[src/rtl/bleadv_pkg.sv]
// Shared types and constants for the BLE advertisement sensor decoder.
// Used by every module in rtl/. Depends on nothing.
package bleadv_pkg;

  localparam int CapDepth = 6;

  // Parse phase codes
  localparam logic [2:0] PH_LEN     = 3'd0;
  localparam logic [2:0] PH_TYPE    = 3'd1;
  localparam logic [2:0] PH_BODY    = 3'd2;
  localparam logic [2:0] PH_STOPPED = 3'd3;
  localparam logic [2:0] PH_DONE    = 3'd4;

  // Result status codes
  localparam logic [1:0] ST_OK        = 2'd0;
  localparam logic [1:0] ST_NOTFOUND  = 2'd1;
  localparam logic [1:0] ST_MALFORMED = 2'd2;
  localparam logic [1:0] ST_RANGE     = 2'd3;

  // Configuration register indexes
  localparam logic [2:0] CFG_MFR_TYPE = 3'd0;
  localparam logic [2:0] CFG_MIN_TEMP = 3'd1;
  localparam logic [2:0] CFG_MAX_TEMP = 3'd2;
  localparam logic [2:0] CFG_MAX_HUM  = 3'd3;
  localparam logic [2:0] CFG_MAX_BAT  = 3'd4;

  // Reset values of the configuration registers
  localparam logic [7:0]         RST_MFR_TYPE = 8'd255;
  localparam logic signed [15:0] RST_MIN_TEMP = -16'sd500;
  localparam logic signed [15:0] RST_MAX_TEMP = 16'sd1000;
  localparam logic [7:0]         RST_MAX_HUM  = 8'd100;
  localparam logic [7:0]         RST_MAX_BAT  = 8'd100;

  typedef struct packed {
    logic [7:0] adv_byte;
    logic       last_byte;
  } in_item_t;

  typedef struct packed {
    logic [1:0]         status;
    logic signed [15:0] temperature_tenths;
    logic [7:0]         rel_humidity;
    logic [7:0]         battery_level;
  } out_item_t;

  typedef struct packed {
    logic [7:0]         mfr_type;
    logic signed [15:0] min_temp;
    logic signed [15:0] max_temp;
    logic [7:0]         max_hum;
    logic [7:0]         max_bat;
  } cfg_t;

  typedef struct packed {
    logic [2:0] phase;
    logic [7:0] remaining;
    logic [2:0] body_pos;
    logic       is_mfr;
    logic       saw_mfr;
    logic       saw_complete;
  } walk_t;

  typedef logic [CapDepth-1:0][7:0] cap_t;

  localparam walk_t WALK_RESET = '{
    phase: PH_LEN, remaining: 8'd0, body_pos: 3'd0,
    is_mfr: 1'b0, saw_mfr: 1'b0, saw_complete: 1'b0
  };

  // Range check of one sensor payload: temperature low byte, high byte, humidity, battery
  function automatic logic payload_ok(input cfg_t cfg, input logic [7:0] t_lo,
                                      input logic [7:0] t_hi, input logic [7:0] hum,
                                      input logic [7:0] bat);
    logic signed [15:0] temp;
    temp = $signed({t_hi, t_lo});
    return (temp >= cfg.min_temp) && (temp <= cfg.max_temp) &&
           (hum <= cfg.max_hum) && (bat <= cfg.max_bat);
  endfunction

endpackage

[src/rtl/bleadv_step.sv]
// Per-byte walk logic: next walk state, capture write and result for one item.
// Depends on bleadv_pkg.
module bleadv_step (
  input  bleadv_pkg::cfg_t      cfg,
  input  bleadv_pkg::walk_t     walk,
  input  bleadv_pkg::cap_t      cap,
  input  bleadv_pkg::in_item_t  item,
  output bleadv_pkg::walk_t     walk_next,
  output logic                  cap_we,
  output logic [2:0]            cap_idx,
  output logic                  res_valid,
  output bleadv_pkg::out_item_t res
);
  import bleadv_pkg::*;

  cap_t       view;
  logic [7:0] rem_dec;
  logic       complete;
  logic       mal;
  logic       fin_req;
  logic       try2;
  logic       try0;
  logic       hit;

  always_comb begin
    walk_next = walk;
    cap_we    = 1'b0;
    cap_idx   = 3'd0;
    complete  = 1'b0;
    mal       = 1'b0;
    fin_req   = 1'b0;
    rem_dec   = walk.remaining - 8'd1;

    unique case (walk.phase)
      PH_LEN: begin
        if (item.adv_byte == 8'd0) begin
          walk_next.phase = PH_STOPPED;
          fin_req         = item.last_byte;
        end else begin
          walk_next.remaining = item.adv_byte;
          walk_next.phase     = PH_TYPE;
          mal                 = item.last_byte;
        end
      end
      PH_TYPE: begin
        walk_next.remaining = rem_dec;
        walk_next.is_mfr    = (item.adv_byte == cfg.mfr_type);
        if (item.adv_byte == cfg.mfr_type) begin
          walk_next.saw_mfr = 1'b1;
        end
        walk_next.body_pos = 3'd0;
        if (rem_dec == 8'd0) begin
          complete = 1'b1;
        end else begin
          walk_next.phase = PH_BODY;
          mal             = item.last_byte;
        end
      end
      PH_BODY: begin
        // keep body bytes 1 to 6
        if (walk.body_pos >= 3'd1 && walk.body_pos <= 3'd6) begin
          cap_we  = 1'b1;
          cap_idx = walk.body_pos - 3'd1;
        end
        if (walk.body_pos != 3'd7) begin
          walk_next.body_pos = walk.body_pos + 3'd1;
        end
        walk_next.remaining = rem_dec;
        if (rem_dec == 8'd0) begin
          complete = 1'b1;
        end else begin
          mal = item.last_byte;
        end
      end
      PH_STOPPED: begin
        fin_req = item.last_byte;
      end
      default: begin
      end
    endcase

    // captured bytes as they stand after this item's write
    for (int i = 0; i < CapDepth; i++) begin
      view[i] = (cap_we && cap_idx == 3'(i)) ? item.adv_byte : cap[i];
    end

    try2 = 1'b0;
    try0 = 1'b0;
    if (complete) begin
      walk_next.phase = PH_LEN;
      if (walk_next.is_mfr) begin
        if (walk_next.body_pos >= 3'd5) begin
          walk_next.saw_complete = 1'b1;
        end
        try2 = (walk_next.body_pos == 3'd7) &&
               payload_ok(cfg, view[2], view[3], view[4], view[5]);
        try0 = (walk_next.body_pos >= 3'd5) &&
               payload_ok(cfg, view[0], view[1], view[2], view[3]);
      end
      fin_req = item.last_byte;
    end
    hit = try2 || try0;
    if (hit) begin
      walk_next.phase = PH_DONE;
    end

    res_valid = hit || mal || fin_req;
    res       = '0;
    if (try2) begin
      res.status             = ST_OK;
      res.temperature_tenths = $signed({view[3], view[2]});
      res.rel_humidity       = view[4];
      res.battery_level      = view[5];
    end else if (try0) begin
      res.status             = ST_OK;
      res.temperature_tenths = $signed({view[1], view[0]});
      res.rel_humidity       = view[2];
      res.battery_level      = view[3];
    end else if (mal) begin
      res.status = ST_MALFORMED;
    end else if (!walk_next.saw_mfr) begin
      res.status = ST_NOTFOUND;
    end else if (walk_next.saw_complete) begin
      res.status = ST_RANGE;
    end else begin
      res.status = ST_MALFORMED;
    end

    // end of advertisement: drop the walk state
    if (item.last_byte) begin
      walk_next = WALK_RESET;
    end
  end

endmodule

[src/rtl/bleadv_skid.sv]
// Two-entry output buffer: result register plus skid register.
// Depends on bleadv_pkg.
module bleadv_skid (
  input  logic                  clk,
  input  logic                  rst,
  input  logic                  push,
  input  bleadv_pkg::out_item_t push_data,
  output logic                  full,
  output logic                  out_valid,
  input  logic                  out_ready,
  output bleadv_pkg::out_item_t out_data
);
  import bleadv_pkg::*;

  logic      main_valid;
  logic      skid_valid;
  out_item_t main_data;
  out_item_t skid_data;
  logic      pop;

  assign pop       = main_valid && out_ready;
  assign full      = skid_valid;
  assign out_valid = main_valid;
  assign out_data  = main_data;

  always_ff @(posedge clk) begin
    if (rst) begin
      main_valid <= 1'b0;
      skid_valid <= 1'b0;
    end else if (skid_valid) begin
      // no push while the skid entry is held
      if (pop) begin
        skid_valid <= 1'b0;
      end
    end else if (push) begin
      if (!main_valid || pop) begin
        main_valid <= 1'b1;
      end else begin
        skid_valid <= 1'b1;
      end
    end else if (pop) begin
      main_valid <= 1'b0;
    end
  end

  always_ff @(posedge clk) begin
    if (skid_valid) begin
      if (pop) begin
        main_data <= skid_data;
      end
    end else if (push) begin
      if (!main_valid || pop) begin
        main_data <= push_data;
      end else begin
        skid_data <= push_data;
      end
    end
  end

endmodule

[src/rtl/ble_adv_sensor_decoder.sv]
// BLE advertisement sensor decoder, top level. Uses bleadv_pkg, bleadv_step, bleadv_skid.
// Throughput: one advertisement byte per cycle while in_ready is high; the walk state
// updates as the byte is taken; each result is registered before it appears on out_valid.
// Output: a result register with a skid entry; input stalls only when both are full.
// Reset (rst, synchronous): walk state cleared, output empty, registers to defaults.
module ble_adv_sensor_decoder (
  input  logic                  clk,
  input  logic                  rst,
  input  logic                  in_valid,
  output logic                  in_ready,
  input  bleadv_pkg::in_item_t  in_data,
  output logic                  out_valid,
  input  logic                  out_ready,
  output bleadv_pkg::out_item_t out_data,
  input  logic                  cfg_wr_en,
  input  logic [2:0]            cfg_index,
  input  logic [15:0]           cfg_data
);
  import bleadv_pkg::*;

  cfg_t      cfg;
  walk_t     walk;
  walk_t     walk_next;
  cap_t      cap;
  logic      cap_we;
  logic [2:0] cap_idx;
  logic      res_valid;
  out_item_t res;
  logic      accept;
  logic      buf_full;

  assign in_ready = !buf_full;
  assign accept   = in_valid && in_ready;

  always_ff @(posedge clk) begin
    if (rst) begin
      cfg.mfr_type <= RST_MFR_TYPE;
      cfg.min_temp <= RST_MIN_TEMP;
      cfg.max_temp <= RST_MAX_TEMP;
      cfg.max_hum  <= RST_MAX_HUM;
      cfg.max_bat  <= RST_MAX_BAT;
    end else if (cfg_wr_en) begin
      unique case (cfg_index)
        CFG_MFR_TYPE: cfg.mfr_type <= cfg_data[7:0];
        CFG_MIN_TEMP: cfg.min_temp <= $signed(cfg_data);
        CFG_MAX_TEMP: cfg.max_temp <= $signed(cfg_data);
        CFG_MAX_HUM:  cfg.max_hum  <= cfg_data[7:0];
        CFG_MAX_BAT:  cfg.max_bat  <= cfg_data[7:0];
        default: begin
        end
      endcase
    end
  end

  always_ff @(posedge clk) begin
    if (rst) begin
      walk <= WALK_RESET;
    end else if (accept) begin
      walk <= walk_next;
    end
  end

  always_ff @(posedge clk) begin
    if (accept && cap_we) begin
      cap[cap_idx] <= in_data.adv_byte;
    end
  end

  bleadv_step u_step (
    .cfg       (cfg),
    .walk      (walk),
    .cap       (cap),
    .item      (in_data),
    .walk_next (walk_next),
    .cap_we    (cap_we),
    .cap_idx   (cap_idx),
    .res_valid (res_valid),
    .res       (res)
  );

  bleadv_skid u_skid (
    .clk       (clk),
    .rst       (rst),
    .push      (accept && res_valid),
    .push_data (res),
    .full      (buf_full),
    .out_valid (out_valid),
    .out_ready (out_ready),
    .out_data  (out_data)
  );

endmodule
[config.mk]
export PLATFORM = sky130hd
export DESIGN_NAME = ble_adv_sensor_decoder
export DESIGN_NICKNAME = d
export VERILOG_FILES = /design/src/rtl/bleadv_pkg.sv /design/src/rtl/bleadv_step.sv /design/src/rtl/bleadv_skid.sv /design/src/rtl/ble_adv_sensor_decoder.sv
export SDC_FILE = /design/constraint.sdc
export NUM_CORES = 1
export LEC_CHECK = 0
export ABC_AREA = 1
export BUFFER_PORTS_ARGS = -buffer_cell sky130_fd_sc_hd__buf_4
export CAP_MARGIN = 20
export CORE_MARGIN = 1
export CORE_UTILIZATION = 55
export CTS_BUF_LIST = sky130_fd_sc_hd__clkbuf_16
export DETAILED_ROUTE_END_ITERATION = 16
export PLACE_DENSITY = 0.73
export SLEW_MARGIN = 20
export SYNTH_ARGS = -nofsm -noshare
export SYNTH_HDL_FRONTEND = slang
export SYNTH_SLANG_ARGS = --single-unit
[constraint.sdc]
create_clock -name clk -period 11.8 [get_ports clk]
set_clock_uncertainty 0.1 [all_clocks]
set_input_delay 2.36 -clock clk [delete_from_list [all_inputs] [get_ports clk]]
set_output_delay 2.36 -clock clk [all_outputs]
set_load 0.03 [all_outputs]
Word-level counts from Yosys, hierarchy flattened:

Cells that the tools add are included.

* add/subtract/negate cells: 3
* reductions and logical operators: 47
* bitwise gates (word level): 2
* $mul: 0
* div/mod/pow operators: 0
* equality and inequality tests: 19
* magnitude comparators: 13
* shift-type cells: 0
* multiplexer cells: 57

Operators by type and width (number)
* $mux 34: 5
* $mux 8: 8
* $bwmux 48: 1
* $ge 16x16->1: 2
* $le 16x16->1: 2
* $le 8x8->1: 4
* $mux 32: 1
* $demux 8 s3: 1
* $mux 1: 24
* $logic_and 1x1->1: 20
* $eq 3x2->1 const B: 6
* $mux 3: 6
* $mux 17: 1
* $logic_not 8->1: 2
* $pmux 8 s2: 1
* $reduce_and 3->1: 5
* $eq 3x3->1 const B: 4
* $pmux 3 s2: 2
* $mux 2: 5
* $reduce_and 2->1: 5
* $eq 3x1->1 const B: 3
* $logic_not 3->1: 3
* $eq 8x8->1: 1
* $sub 8x1->8 const B: 1
* 17 further kinds: 28

* bits in latches: 0
* input bits: 33
* memories kept: 0
* memory bits (read-only): 0
* output and inout bits: 36
* memory bits (writable): 0
* word-level logic and storage cells: 168
* bits in registers: 191

Logic depth before layout (Yosys ltp):

* word-level depth: 20
* gate-level depth with buffers: 32

Cells and area by module:

From an unflattened synthesis, not the netlist that was laid out.

* cell total of the unflattened synthesis: 1490
* area, all modules: 11511.0 sq um

Modules (own cells, without submodules)
* bleadv_step: instances 1, cells an instance 851, area an instance 4634.4 sq um, sequential area each 0.0 sq um
* ble_adv_sensor_decoder: instances 1, cells an instance 441, area an instance 4262.8 sq um, sequential area each 2902.8 sq um
* bleadv_skid: instances 1, cells an instance 198, area an instance 2613.8 sq um, sequential area each 2082.0 sq um

Worst setup path after synthesis:

Ideal clock, no wire load.

* kind: input to register
* from: input in_data[8] (netlist bit)
* to: register u_skid.main_data (netlist bit u_skid.out_data[0]), enable pin
* buffers on the path: 1
* stages: 16
* arrival: 5928 ps
* slack: 5335 ps
* path through: inv_1 -> o21ai_0 -> ha_1 -> nand2_1 -> nor2_1 -> nand3_1 -> nor2_1 -> nand2_1 -> nand3_1 -> nand2_1 -> nand3_1 -> nand3_4 -> buf_2 -> nand4_1 -> nand2_1 -> a21oi_1

* cells in the longest elaborated chain, start to end: 14
* elaborated cells on any way between the ends: 40

Ends and longest elaborated chain
* start, declared: line ble_adv_sensor_decoder.sv:11 `input bleadv_pkg::in_item_t in_data,`
* $mux 8: line bleadv_step.sv:84 `view[i] = (cap_we && cap_idx == 3'(i)) ? item.adv_byte : cap[i];`
* $ge 16x16->1 / $le 16x16->1 (equally long branches): line bleadv_pkg.sv:76 `return (temp >= cfg.min_temp) && (temp <= cfg.max_temp) &&`
* $logic_and 1x1->1 (2 in series): line bleadv_pkg.sv:76
* $logic_and 1x1->1: line bleadv_pkg.sv:77 `(hum <= cfg.max_hum) && (bat <= cfg.max_bat);`
* $logic_and 1x1->1 (on tied branches): line bleadv_step.sv:95, bleadv_step.sv:97
* $mux 1: line bleadv_step.sv:91 `if (walk_next.is_mfr) begin`
* $mux 1: line bleadv_step.sv:89 `if (complete) begin`
* $logic_or 1x1->1: line bleadv_step.sv:102 `hit = try2 || try0;`
* $logic_or 1x1->1: line bleadv_step.sv:107 `res_valid = hit || mal || fin_req;`
* $logic_or 1x1->1 *: line bleadv_step.sv:107
* $logic_and 1x1->1 *: line ble_adv_sensor_decoder.sv:84 `.push (accept && res_valid),`
* $reduce_bool 2->1 (no source line) *
* $reduce_and 3->1 (no source line) *
* end signal, assigned: line bleadv_skid.sv:49 `main_data <= skid_data;`
* end signal, assigned: line bleadv_skid.sv:53 `main_data <= push_data;`
* end, declared: line bleadv_skid.sv:17 `out_item_t main_data;`

Every way passes the cells marked *; elsewhere a longest branch is shown, timed or not.
A chain may end at the register's enable or synchronous reset.

Worst setup path in the final report:

* from: input in_data[8] (netlist bit)
* to: register u_skid.main_data (netlist bit u_skid.out_data[22]), enable pin

Same word-level chain as after synthesis.

==> results.json <==
{
  "status": "finished, final reports clean",
  "crit_type": "in2reg",
  "min-delay-start": "walk[2]",
  "place_area_sq_um": 11700,
  "cp_max_fo": 36,
  "worstSkewPairLatency_ps": 450,
  "drt_iter0_markers": 964,
  "grt_setup_unrepaired": "false",
  "gp_congestion": 0.930,
  "portBuffers": 68,
  "r2r_start": "walk[3]",
  "drc": 0,
  "synth_area_per_cell_sq_um": 8.10,
  "power.internal_uw": 1070,
  "gr-total-overflow": 0,
  "start_util": 0.563,
  "drt-total-wl_mm": 28.7,
  "cts_tree": "done",
  "dr_total_vias": 9131,
  "synth_warnings": 0,
  "grt_use_total": 0.294,
  "fin_setup_tns_ps": 0,
  "nets": 1542,
  "viasPerCell": 5.42,
  "postSynth.asyncResetShare": 0,
  "synth_nets": 1488,
  "regArea_sq_um": 4980,
  "synth_top_family_by_area": "simple AND/OR/NAND/NOR gates",
  "fp.dieH_um": 143,
  "ys_types": 40,
  "rrSetupSlack_ps": 6260,
  "root_buffer": "clkbuf_16",
  "cts_setup_buffers": 0,
  "postCtsResizedCells": 0,
  "drv_cap": 0,
  "leakagePower_uw": 0.00610,
  "synth_edf_count": 116,
  "fmax_mhz": 163,
  "placedCellCount": 1653,
  "synthAdderAreaFrac": 0.117,
  "coreArea_sq_um": 19500,
  "grt_max_degree": 69,
  "holdPathStages": 2,
  "cp.required_ps": 11770,
  "first_pass_iters": 5,
  "h-tree-depth": 4,
  "r2r-end": "u_skid.out_data[22]",
  "antenna_found_initial": 0,
  "peakVddDrop_mv": 0.108,
  "nFillCells": 1696,
  "worstPathArrival_ps": 6110,
  "slew_viol_final": 0,
  "timing_worst_slew_pin_value_ps": 1010,
  "ys_seq_area_frac": 0.455,
  "hp-class": "reg2reg",
  "synthXorXnorAreaFrac": 0.00560,
  "power-per-cell-area_nw_per_um2": 119,
  "grt_pass1_vias": 8077,
  "switchingPower_uw": 393,
  "design_area_sq_um": 12300,
  "hold_ws_ps": 371,
  "yosys_register_bits": 191,
  "area_delta_synth_final_pct": 12.0,
  "finalHoldViolCount": 0,
  "endpoint_kind": "register",
  "hold_end": "walk[2]",
  "io_pins": 69,
  "dp_slack_ps": 5250,
  "floorplan.die_area_sq_um": 20500,
  "reg2regPathDepth": 19,
  "slew_headroom": 0.329,
  "synth.cell_area_sq_um": 11000,
  "clkPwrFrac": 0.405,
  "std_cell_rows": 51,
  "grt_pass1_wl_mm": 44.8,
  "multi_input_area_sq_um": 5030,
  "startpoint_type": "input port",
  "antenna_cells": 0,
  "die_w_um": 143,
  "fin_cells": 1685,
  "muxShareOfSynthArea": 0,
  "fin_ws_ps": 5660,
  "swShare": 0.268,
  "post-route-period-util": 0.520,
  "cts_buffers": 17,
  "clock_path_buffers": 2,
  "path_clk_slew_ps": 80,
  "pwr-share-seq": 0.499,
  "cts.hold.buffers_added": 0,
  "combPwrFrac": 0.096,
  "setup_viol": 0,
  "synth_compound_area_frac": 0.130,
  "period_needed_ps": 6140,
  "synth-simple-area-share": 0.205,
  "post_drt_wl_per_cell_um": 17.0,
  "clock-sinks": 191,
  "final_antenna_net_count": 0,
  "hpwl_mm": 21.5,
  "drive_above_1_share": 0.0908,
  "synthCells": 1353,
  "synthFlopType": "edfxtp_1"
}
cells in the final DEF (no fill, tap or decap), types with 3 or more instances in the layout:
cell type  instances
a211oi_1           5
clkinv_4           6
xnor2_1            6
a21oi_1           89
o21ai_0          108
nand3_1           45
inv_8              3
o21a_1             5
nor2_2             5
clkbuf_16         17
buf_4             74
nand2_1          392
nor2_1            68
dfxtp_1           75
ha_1             102
o211ai_1          21
nor3_1             4
edfxtp_1         116
inv_2              4
clkinv_8           3
nand2_2            4
o21ai_1           28
inv_1            196
nand4_1           16
kinds of logic after synthesis:
family / after synthesis
XOR/XNOR: 7
AO/OA/AOI/OAI: 266
flip-flops: 191
adder cells (fa/ha/maj): 102
buffers and inverters: 241
AND/OR/NAND/NOR: 546
cell usage after synthesis, drive strengths merged, types with 3 or more instances:
library cell | count | share of area
ha | 102 | 0.12
o211ai | 21 | 0.014
clkbuf | 20 | 0.0069
nor2 | 74 | 0.027
o21a | 5 | 0.0034
xnor2 | 6 | 0.0048
edfxtp | 116 | 0.32
a21oi | 90 | 0.041
o21ai | 136 | 0.062
nand2 | 396 | 0.14
a211oi | 5 | 0.0034
nor3 | 7 | 0.0047
nand4 | 16 | 0.0091
inv | 199 | 0.068
clkinv | 3 | 0.0015
nand3 | 48 | 0.025
buf | 19 | 0.011
dfxtp | 75 | 0.14
final cells by class:
| cell class | instances | area share |
|---|---|---|
| inverters | 202 | 0.0622 |
| well taps | 265 | 0.0270 |
| clock buffers | 17 | 0.0347 |
| repair buffers | 74 | 0.0453 |
| flip-flops and latches | 191 | 0.406 |
| clock inverters | 15 | 0.0145 |
| multi-input cells | 921 | 0.410 |
critical path: stages:
cell and delay (ps):
buf_4 130, inv_1 150, o21ai_0 730, ha_1 290, nand2_1 80, nor2_1 160
nand3_1 110, nor2_1 130, nand2_1 90, nand3_1 90, nand2_1 50, nand3_1 110
nand3_4 390, nand4_1 280, nand2_1 130, a21oi_4 790
state kept, by name, indices dropped and copies added (netlist names):
register and count:
cap 48, u_skid.full 1, u_skid.out_valid 1, u_skid.skid_data 34, u_skid.out_data 34, walk 17, cfg 56
how the worst max path moves through the flow:
stage,startpoint,end,cells after the start
2_1_floorplan,in_data[8],u_skid.out_data[0],16
3_3_place_gp,in_data[2],u_skid.out_data[21],15
3_5_place_dp,in_data[2],u_skid.out_data[21],15
4_1_cts,in_data[8],u_skid.out_data[21],16
5_1_grt,in_data[2],u_skid.out_data[22],15
6_report,in_data[8],u_skid.out_data[22],16
power by group through the flow:
stage               logic (uW)  registers [uW]  clock network (uW)
floorplan                 79.4             758                   0
global placement           137             746                   0
detailed placement         140             746                   0
CTS                        141             731                 595
global route               158             733                 622
finish                     141             731                 593
per-layer routing:
layer	GRT usage	wire, um	vias to the layer above
met5	0	0	-
met4	0.0860	606	0
met3	0.0443	1960	47
met2	0.464	13000	331
met1	0.417	13100	4178
li1	-	-	4575
metrics by stage:
stage | power [uW] | util
6_report | 1470 | 0.630
5_1_grt | 1510 | 0.630
4_1_cts | 1470 | 0.630
3_3_place_gp | 883 | 0.599
2_1_floorplan | 837 | -
3_5_place_dp | 886 | 0.599
Power figures use the tool's default switching activity.
